[src/design/lbc_pkg.sv]
// ----------------------------------------------------------------------------
// LRU block cache package
// Sizes, operation codes, register addresses and stream packing widths
// shared by the cache logic and its checks.
// ----------------------------------------------------------------------------
package lbc_pkg;

	// Storage geometry.
	localparam int ENTRIES   = 8;
	localparam int DATA_BITS = 64;
	localparam int IDX_W     = $clog2(ENTRIES);
	localparam int RANK_W    = $clog2(ENTRIES);
	localparam int CNT_W     = $clog2(ENTRIES + 1);

	// Field widths of the stream items.
	localparam int OP_W      = 2;
	localparam int BLOCK_W   = 32;
	localparam int WORD_W    = 64;
	localparam int COUNT_W   = 32;
	localparam int CAP_W     = 4;

	// Packed stream widths, rounded up to whole bytes.
	localparam int IN_RAW_W   = BLOCK_W + WORD_W + 1;
	localparam int IN_DATA_W  = ((IN_RAW_W + 7) / 8) * 8;
	localparam int OUT_RAW_W  = 1 + WORD_W + 1 + BLOCK_W + 1 + 2 * COUNT_W;
	localparam int OUT_DATA_W = ((OUT_RAW_W + 7) / 8) * 8;

	// Configuration port.
	localparam int ADDR_W   = 3;
	localparam int PDATA_W  = 32;
	localparam logic REG_CAPACITY = 1'b0;
	localparam logic [CAP_W-1:0] CAPACITY_RESET = CAP_W'(ENTRIES);

	// Operation codes carried in the input tuser field.
	typedef enum logic [OP_W-1:0] {
		OP_LOOKUP     = 2'd0,
		OP_INSERT     = 2'd1,
		OP_MARK_DIRTY = 2'd2,
		OP_NOP        = 2'd3
	} opcode_t;

	// Index of the lowest set bit; zero when no bit is set.
	function automatic logic [IDX_W-1:0] first_set(input logic [ENTRIES-1:0] vec);
		logic [IDX_W-1:0] idx;
		idx = '0;
		for (int i = ENTRIES - 1; i >= 0; i--) begin
			if (vec[i]) begin
				idx = IDX_W'(i);
			end
		end
		return idx;
	endfunction

endpackage

[src/design/lru_block_cache_top.sv]
// ----------------------------------------------------------------------------
// LRU block cache top level
// Fully associative cache with age-rank replacement, stream in and out.
// ----------------------------------------------------------------------------
// A transaction accepted from the input stream waits in the input register;
// its result is registered in the result register when it leaves that stage.
// Throughput: one transaction per cycle while m_tready drains results; the tag
// compare, rank update and state write all complete as an item leaves the input stage.
// Reset: arst_n clears all valid, dirty and rank state, the hit and miss
// counters and the stage valids, and sets capacity to eight.
module lru_block_cache_top (
	input  logic                            clk,
	input  logic                            arst_n,
	// Input stream.
	input  logic                            s_tvalid,
	output logic                            s_tready,
	// tdata, lowest bit up: block[31:0], write_data[95:32], dirty_in[96], zero pad
	input  logic [lbc_pkg::IN_DATA_W-1:0]   s_tdata,
	// tuser: opcode[1:0]
	input  logic [lbc_pkg::OP_W-1:0]        s_tuser,
	// Result stream.
	output logic                            m_tvalid,
	input  logic                            m_tready,
	// tdata, lowest bit up: hit[0], read_data[64:1], evicted[65],
	// evicted_block[97:66], evicted_dirty[98], hit_count[130:99],
	// miss_count[162:131], zero pad
	output logic [lbc_pkg::OUT_DATA_W-1:0]  m_tdata,
	// Configuration port.
	input  logic                            psel,
	input  logic                            penable,
	input  logic                            pwrite,
	input  logic [lbc_pkg::ADDR_W-1:0]      paddr,
	input  logic [lbc_pkg::PDATA_W-1:0]     pwdata,
	output logic [lbc_pkg::PDATA_W-1:0]     prdata,
	output logic                            pready
);
	import lbc_pkg::*;

	// Configuration register.
	logic [CAP_W-1:0] cap_q;

	// Input stage.
	logic                 valid_s1;
	opcode_t              op_s1;
	logic [BLOCK_W-1:0]   block_s1;
	logic [DATA_BITS-1:0] wdata_s1;
	logic                 dirty_s1;
	logic                 adv_s1;

	// Result stage.
	logic                  res_valid_s2;
	logic [OUT_DATA_W-1:0] res_s2;

	// Cache state.
	logic [ENTRIES-1:0]   valid_q;
	logic [ENTRIES-1:0]   dirty_q;
	logic [RANK_W-1:0]    rank_q [ENTRIES];
	logic [BLOCK_W-1:0]   tag_q [ENTRIES];
	logic [DATA_BITS-1:0] payload_q [ENTRIES];
	logic [COUNT_W-1:0]   hit_q;
	logic [COUNT_W-1:0]   miss_q;

	// Next-state and lookup signals.
	logic [ENTRIES-1:0]   match_vec;
	logic [ENTRIES-1:0]   lru_vec;
	logic [ENTRIES-1:0]   free_vec;
	logic                 hit_any;
	logic [IDX_W-1:0]     hit_idx;
	logic [IDX_W-1:0]     lru_idx;
	logic [IDX_W-1:0]     free_idx;
	logic [CNT_W-1:0]     used;
	logic [CNT_W-1:0]     used_m1;
	logic [CNT_W-1:0]     cap_eff;
	logic                 need_evict;
	logic [RANK_W-1:0]    hit_rank;
	logic [ENTRIES-1:0]   valid_d;
	logic [ENTRIES-1:0]   dirty_d;
	logic [RANK_W-1:0]    rank_d [ENTRIES];
	logic [COUNT_W-1:0]   hit_d;
	logic [COUNT_W-1:0]   miss_d;
	logic                 mem_we;
	logic [IDX_W-1:0]     mem_idx;
	logic                 res_hit;
	logic [WORD_W-1:0]    res_rdata;
	logic [BLOCK_W-1:0]   res_evblk;
	logic                 res_evdirty;

	// Configuration port: writes complete in the access cycle, reads are direct.
	assign pready = 1'b1;

	always_ff @(posedge clk or negedge arst_n) begin
		if (!arst_n) begin
			cap_q <= CAPACITY_RESET;
		end else if (psel && penable && pwrite && pready && paddr[2] == REG_CAPACITY) begin
			cap_q <= pwdata[CAP_W-1:0];
		end
	end

	always_comb begin
		prdata = '0;
		if (paddr[2] == REG_CAPACITY) begin
			prdata = PDATA_W'(cap_q);
		end
	end

	// Handshake: the input stage moves on whenever the result stage is free or draining.
	assign adv_s1   = valid_s1 && (!res_valid_s2 || m_tready);
	assign s_tready = !valid_s1 || adv_s1;
	assign m_tvalid = res_valid_s2;
	assign m_tdata  = res_s2;

	// Input register.
	always_ff @(posedge clk or negedge arst_n) begin
		if (!arst_n) begin
			valid_s1 <= 1'b0;
		end else if (s_tready) begin
			valid_s1 <= s_tvalid;
		end
	end

	always_ff @(posedge clk) begin
		if (s_tready && s_tvalid) begin
			op_s1    <= opcode_t'(s_tuser);
			block_s1 <= s_tdata[BLOCK_W-1:0];
			wdata_s1 <= s_tdata[BLOCK_W +: DATA_BITS];
			dirty_s1 <= s_tdata[BLOCK_W + WORD_W];
		end
	end

	// Tag compare and occupancy.
	always_comb begin
		used = '0;
		for (int i = 0; i < ENTRIES; i++) begin
			match_vec[i] = valid_q[i] && (tag_q[i] == block_s1);
			used         = used + CNT_W'(valid_q[i]);
		end
	end

	assign hit_any  = |match_vec;
	assign hit_idx  = first_set(match_vec);
	assign hit_rank = rank_q[hit_idx];
	assign used_m1  = used - CNT_W'(1);

	// Effective capacity: zero acts as one, anything above the entry count is clamped.
	always_comb begin
		if (cap_q == '0) begin
			cap_eff = CNT_W'(1);
		end else if (32'(cap_q) > 32'(ENTRIES)) begin
			cap_eff = CNT_W'(ENTRIES);
		end else begin
			cap_eff = CNT_W'(cap_q);
		end
	end

	// Ranks among valid entries are distinct, so the LRU entry holds rank used-1.
	always_comb begin
		for (int i = 0; i < ENTRIES; i++) begin
			lru_vec[i] = valid_q[i] && (rank_q[i] == RANK_W'(used_m1));
		end
	end

	assign lru_idx    = first_set(lru_vec);
	assign need_evict = (op_s1 == OP_INSERT) && !hit_any && (used >= cap_eff);
	assign free_vec   = ~valid_q | (need_evict ? lru_vec : '0);
	assign free_idx   = first_set(free_vec);

	// Next state of valid, dirty and rank vectors and of the counters.
	always_comb begin
		valid_d = valid_q;
		dirty_d = dirty_q;
		hit_d   = hit_q;
		miss_d  = miss_q;
		mem_we  = 1'b0;
		mem_idx = hit_any ? hit_idx : free_idx;
		for (int i = 0; i < ENTRIES; i++) begin
			rank_d[i] = rank_q[i];
		end
		unique case (op_s1)
			OP_LOOKUP: begin
				if (hit_any) begin
					hit_d = hit_q + COUNT_W'(1);
					for (int i = 0; i < ENTRIES; i++) begin
						if (IDX_W'(i) != hit_idx && valid_q[i] && rank_q[i] < hit_rank) begin
							rank_d[i] = rank_q[i] + RANK_W'(1);
						end
					end
					rank_d[hit_idx] = '0;
				end else begin
					miss_d = miss_q + COUNT_W'(1);
				end
			end
			OP_INSERT: begin
				mem_we = 1'b1;
				if (hit_any) begin
					// Re-insert of a resident block: refresh it, no eviction.
					for (int i = 0; i < ENTRIES; i++) begin
						if (IDX_W'(i) != hit_idx && valid_q[i] && rank_q[i] < hit_rank) begin
							rank_d[i] = rank_q[i] + RANK_W'(1);
						end
					end
					rank_d[hit_idx]  = '0;
					dirty_d[hit_idx] = dirty_s1;
				end else begin
					if (need_evict) begin
						valid_d[lru_idx] = 1'b0;
						dirty_d[lru_idx] = 1'b0;
					end
					// Every surviving entry ages by one, the new one is most recent.
					for (int i = 0; i < ENTRIES; i++) begin
						if (valid_d[i]) begin
							rank_d[i] = rank_q[i] + RANK_W'(1);
						end
					end
					valid_d[free_idx] = 1'b1;
					dirty_d[free_idx] = dirty_s1;
					rank_d[free_idx]  = '0;
				end
			end
			OP_MARK_DIRTY: begin
				if (hit_any) begin
					dirty_d[hit_idx] = 1'b1;
				end
			end
			OP_NOP: begin
			end
			default: begin
			end
		endcase
	end

	// Control state of the cache.
	always_ff @(posedge clk or negedge arst_n) begin
		if (!arst_n) begin
			valid_q <= '0;
			dirty_q <= '0;
			hit_q   <= '0;
			miss_q  <= '0;
			for (int i = 0; i < ENTRIES; i++) begin
				rank_q[i] <= '0;
			end
		end else if (adv_s1) begin
			valid_q <= valid_d;
			dirty_q <= dirty_d;
			hit_q   <= hit_d;
			miss_q  <= miss_d;
			for (int i = 0; i < ENTRIES; i++) begin
				rank_q[i] <= rank_d[i];
			end
		end
	end

	// Tag and payload storage, written on every insert.
	always_ff @(posedge clk) begin
		if (adv_s1 && mem_we) begin
			tag_q[mem_idx]     <= block_s1;
			payload_q[mem_idx] <= wdata_s1;
		end
	end

	// Result fields; meaningless fields are zero.
	assign res_hit     = (op_s1 == OP_LOOKUP) && hit_any;
	assign res_rdata   = res_hit ? WORD_W'(payload_q[hit_idx]) : '0;
	assign res_evblk   = need_evict ? tag_q[lru_idx] : '0;
	assign res_evdirty = need_evict && dirty_q[lru_idx];

	// Result register.
	always_ff @(posedge clk or negedge arst_n) begin
		if (!arst_n) begin
			res_valid_s2 <= 1'b0;
		end else if (adv_s1) begin
			res_valid_s2 <= 1'b1;
		end else if (m_tready) begin
			res_valid_s2 <= 1'b0;
		end
	end

	always_ff @(posedge clk) begin
		if (adv_s1) begin
			res_s2 <= OUT_DATA_W'({miss_d, hit_d, res_evdirty, res_evblk, need_evict,
				res_rdata, res_hit});
		end
	end

`ifndef ASSERT_OFF
	// A tag is never resident in two entries.
	a_single_match: assert property (@(posedge clk) disable iff (!arst_n)
		valid_s1 |-> $onehot0(match_vec))
		else $error("block matches more than one valid entry");

	// An insert that must evict always finds exactly one LRU entry.
	a_lru_found: assert property (@(posedge clk) disable iff (!arst_n)
		(valid_s1 && need_evict) |-> $onehot(lru_vec))
		else $error("no unique least recently used entry at eviction");

	// Each lookup moves exactly one of the two counters by one.
	a_lookup_count: assert property (@(posedge clk) disable iff (!arst_n)
		(adv_s1 && op_s1 == OP_LOOKUP) |=>
		(32'(hit_q + miss_q) == 32'($past(hit_q) + $past(miss_q) + 32'd1)))
		else $error("lookup counters out of step");

	// An item leaving the input stage yields a result in the next cycle.
	a_result_follows: assert property (@(posedge clk) disable iff (!arst_n)
		adv_s1 |=> res_valid_s2)
		else $error("result register not loaded");
`endif

endmodule

[config.mk]
export PLATFORM = sky130hd
export DESIGN_NAME = lru_block_cache_top
export DESIGN_NICKNAME = d
export VERILOG_FILES = /design/src/design/lbc_pkg.sv /design/src/design/lru_block_cache_top.sv
export SDC_FILE = /design/constraint.sdc
export NUM_CORES = 2
export LEC_CHECK = 0
export ABC_CLOCK_PERIOD_IN_PS = 11400
export BUFFER_PORTS_ARGS = -buffer_cell sky130_fd_sc_hd__buf_4
export CORE_MARGIN = 10
export CORE_UTILIZATION = 40
export CTS_CLUSTER_DIAMETER = 150
export DETAILED_ROUTE_END_ITERATION = 6
export GPL_ROUTABILITY_DRIVEN = 0
export GPL_TIMING_DRIVEN = 0
export PLACE_DENSITY_LB_ADDON = 0.15
export SYNTH_ARGS = -nofsm -noshare
export SYNTH_HDL_FRONTEND = slang
export SYNTH_SLANG_ARGS = --single-unit
[constraint.sdc]
create_clock -name clk -period 11.4 [get_ports clk]
set_input_delay 1.71 -clock clk [delete_from_list [all_inputs] [get_ports clk]]
set_output_delay 1.71 -clock clk [all_outputs]
set_load 0.02 [all_outputs]
==> run_results.csv <==
group,metric,value,unit
run_status,outcome,"finished with violations",
run_status,violations,"design-rule violations",
timing,rsz0062_at_grt,"false",
synthesis,synthFlopType,"edfxtp_1",
clock_tree,cts-root-buf,"clkbuf_16",
clock_tree,cts_hold_buf,0,
global_routing,grt_pass1_wl,229000,um
route,vias_per_cell,5.62,
min_path,hp-class,"reg2reg",
synthesis,syn_area,0.0498,mm2
synthesis,async_flop_share,9.65,%
clock_tree,cts_tree,"done",
cells_and_area,nFillCells,10896,
global_routing,track_usage,22.1,%
route,antenna_left,0,
cells_and_area,finalNonFillerCells,5807,
timing,fin_setup_tns,0,ns
placed_design,dp.cells,5584,
pwr,leakage,21.0,nW
pwr,p_per_area,298,mW/mm2
setup_path,max_stage_delay,0.87,ns
cells_and_area,drive_gt1_share,15.5,%
route,top_layer_used,"met5",
route,first_pass_iters,7,
synthesis,synthCells,3589,
setup_path,startpoint_type,"register",
timing,min_period,9.40,ns
timing,setup_ws,2.00,ns
cells_and_area,utilization,47.6,%
clock_tree,post_cts_buffers,0,
clock_tree,cts-resized-gates,0,
die,coreArea,0.124,mm2
setup_path,worstPathRequired,11.86,ns
clock_tree,insertion_delay,0.76,ns
clock_tree,cts_sinks,1140,
timing,timing.slew.headroom,11.8,%
pwr,ir_drop,0.000525,V
route,drt-total-wl,160000,um
timing,worstMarginPinSlew,1.31,ns
global_routing,grt_start_max_net_pins,84,
cells_and_area,final_nets,4255,
setup_path,critPathSlowestCell,"clkbuf_1",
setup_path,cp_common_cell,"clkbuf_1",
global_routing,grt_overflow,0,
die,row_count,129,
die,die_x,373,um
die,die_y,373,um
clock_tree,cts_buffer_depth,3,
timing,hold_slack,0.480,ns
cells_and_area,diodes,0,
synthesis,synth_top_cell_by_area,"edfxtp_1",
route,met1Wirelength,68800,um
timing,max_freq,0.106,GHz
timing,finalClockSkew,0.0520,ns
route,detail_route.wl_per_cell,27.5,um
cells_and_area,syn2layout_area_growth,18.4,%
synthesis,seq_area_frac_synth,67.7,%
route,drtIter0Drc,3591,
synthesis,ys_ff_latch,1140,
clock_tree,cts.htree.levels,3,
setup_path,arrival,9.86,ns
timing,setup_viol,0,
route,dr_wl_met2,70900,um
setup_path,cp_max_fo,10,
synthesis,synth_warnings,0,
synthesis,synth_cell_types,94,
setup_path,end_kind,"register",
placed_design,pre_cts_slack,2.31,ns
route,drcViolationCount,1,
timing,finalCritPeriodShare,82.5,%
clock_tree,path_clk_slew,0.06,ns
die,fp.dieArea,0.139,mm2
synthesis,synth_top_area_share,62.2,%
die,ioPinCount,351,
synthesis,synth_enable_flop_cells,1030,
placed_design,portBuffers,279,
synthesis,netlist_top_cells_count,"1030 x edfxtp_1, 285 x xor2_1, 271 x nand2_1",
route,num_vias,32642,
setup_path,path_cells,"clkbuf_1 -> inv_1 -> fa_1 -> fa_1 -> fa_1 -> inv_1 -> ha_1 -> clkbuf_1 -> inv_1 -> ha_1 -> xnor2_1 -> clkbuf_1 -> xnor2_1 -> nand2_1 -> a22oi_1 -> o221ai_1 -> buf_2 -> nor2_1 -> clkbuf_1 -> a22o_1 -> a221oi_1 -> a21oi_1",
die,initial_core_util,40.2,%
synthesis,synth_most_common_cell,"edfxtp_1",
timing,slew_violations,0,
run,maxCapViolations,0,
synthesis,avgSynthCellArea,13.9,um2
global_routing,antenna_found_initial,5,
placed_design,hpwl,114000,um
clock_tree,cts_made_buffers,120,
timing,hold_violations,0,
setup_path,critPathKind,"reg2reg",
global_routing,grt_pass1_vias,31815,
synthesis,synthTopCellsByArea,"edfxtp_1 62%, dfrtp_1 5.5%, xor2_1 5.0%",
route,dr_wl_met3,13800,um
setup_path,rrSetupSlack,2.00,ns
## per-stage QoR
stage | power, mW | area (um2)
after floorplan | 10.3 | 49900
after global placement | 13.2 | 54000
after detailed placement | 13.6 | 55100
after CTS | 17.4 | 58900
after global routing | 18.1 | 58900
final | 17.5 | 58900
## report_power, final
group          total [mW]  leakage (nW)  internal [mW]  switching, mW
combinational        8.65          8.25           2.86           5.78
clock                3.82          1.87           2.16           1.66
sequential           5.06          10.9           4.87          0.186
## worst max-delay path, delay by kind of cell (launching register included)
| family | cells | cell delay, ns |
|---|---|---|
| xor+xnor | 2 | 0.86 |
| fa+ha+maj | 5 | 2.06 |
| compound gates | 5 | 1.56 |
| flops | 1 | 0.32 |
| simple gates | 2 | 0.88 |
| buf+inv | 8 | 3.39 |
## cells in the final DEF (no fill, tap or decap), drive strengths merged, types with 15 or more instances in the layout
master / instances
a21oi: 129
a221oi: 97
a22o: 20
a31oi: 20
and3: 88
buf: 419
clkbuf: 280
clkinv: 54
conb: 34
dfrtp: 109
edfxtp: 1030
ha: 34
inv: 54
mux2i: 209
nand2: 272
nand2b: 16
nand3: 69
nand4: 43
nand4b: 15
nor2: 194
nor3: 43
nor4: 93
o211ai: 15
o21ai: 181
o22a: 19
o22ai: 16
or4: 16
xnor2: 121
xor2: 285
## final cells by class
cell class / count / area, um2 / area share, %
flip-flops and latches: 1140 / 33700 / 57.2
multi-input cells: 2212 / 15100 / 25.6
clock buffers: 153 / 3190 / 5.41
repair buffers: 326 / 3080 / 5.23
well taps: 1637 / 2050 / 3.48
plain buffers: 220 / 1020 / 1.74
clock inverters: 70 / 627 / 1.06
inverters: 49 / 184 / 0.312
## worst paths after layout
check	startpoint	endpoint	cells after the start
worst max-delay path	valid_q[0]	m_tdata[76]	22
worst min-delay path	miss_q[31]	miss_q[31]	1
worst max register to register	valid_q[0]	m_tdata[76]	22
worst min register to register	miss_q[31]	miss_q[31]	1
max in group asynchronous	arst_n	miss_q[20]	2
min in group asynchronous	arst_n	cap_q[1]	1
## registers in the layout (all words and copies together) (netlist names)
name and flops:
m_tvalid 1, miss_q 32, op_s1 2, hit_q 32, payload_q 512, rank_q 24, valid_q 8, wdata_s1 64
cap_q 4, m_tdata 163, valid_s1 1, dirty_q 8, dirty_s1 1, tag_q 256, block_s1 32
## kinds of logic (layout without fill, tap and decap cells)
family | count (synthesis) | count (layout) | share of synthesized area, %
AO/OA/AOI/OAI | 597 | 597 | 7.91
XOR/XNOR | 406 | 406 | 7.15
adder cells (fa/ha/maj) | 38 | 38 | 1.02
buffers and inverters | 269 | 818 | 2.42
flip-flops | 1140 | 1140 | 67.7
multiplexers | 218 | 218 | 4.41
other | 2 | 34 | 0.0151
AND/OR/NAND/NOR | 919 | 919 | 9.39
## routing by layer
layer / GRT usage, % / vias up
met5: 0 / -
met4: 8.27 / 4
met3: 4.51 / 322
met2: 33.8 / 1588
met1: 30.9 / 16225
li1: - / 14503
Note: power is estimated with default switching activity, not from simulation.
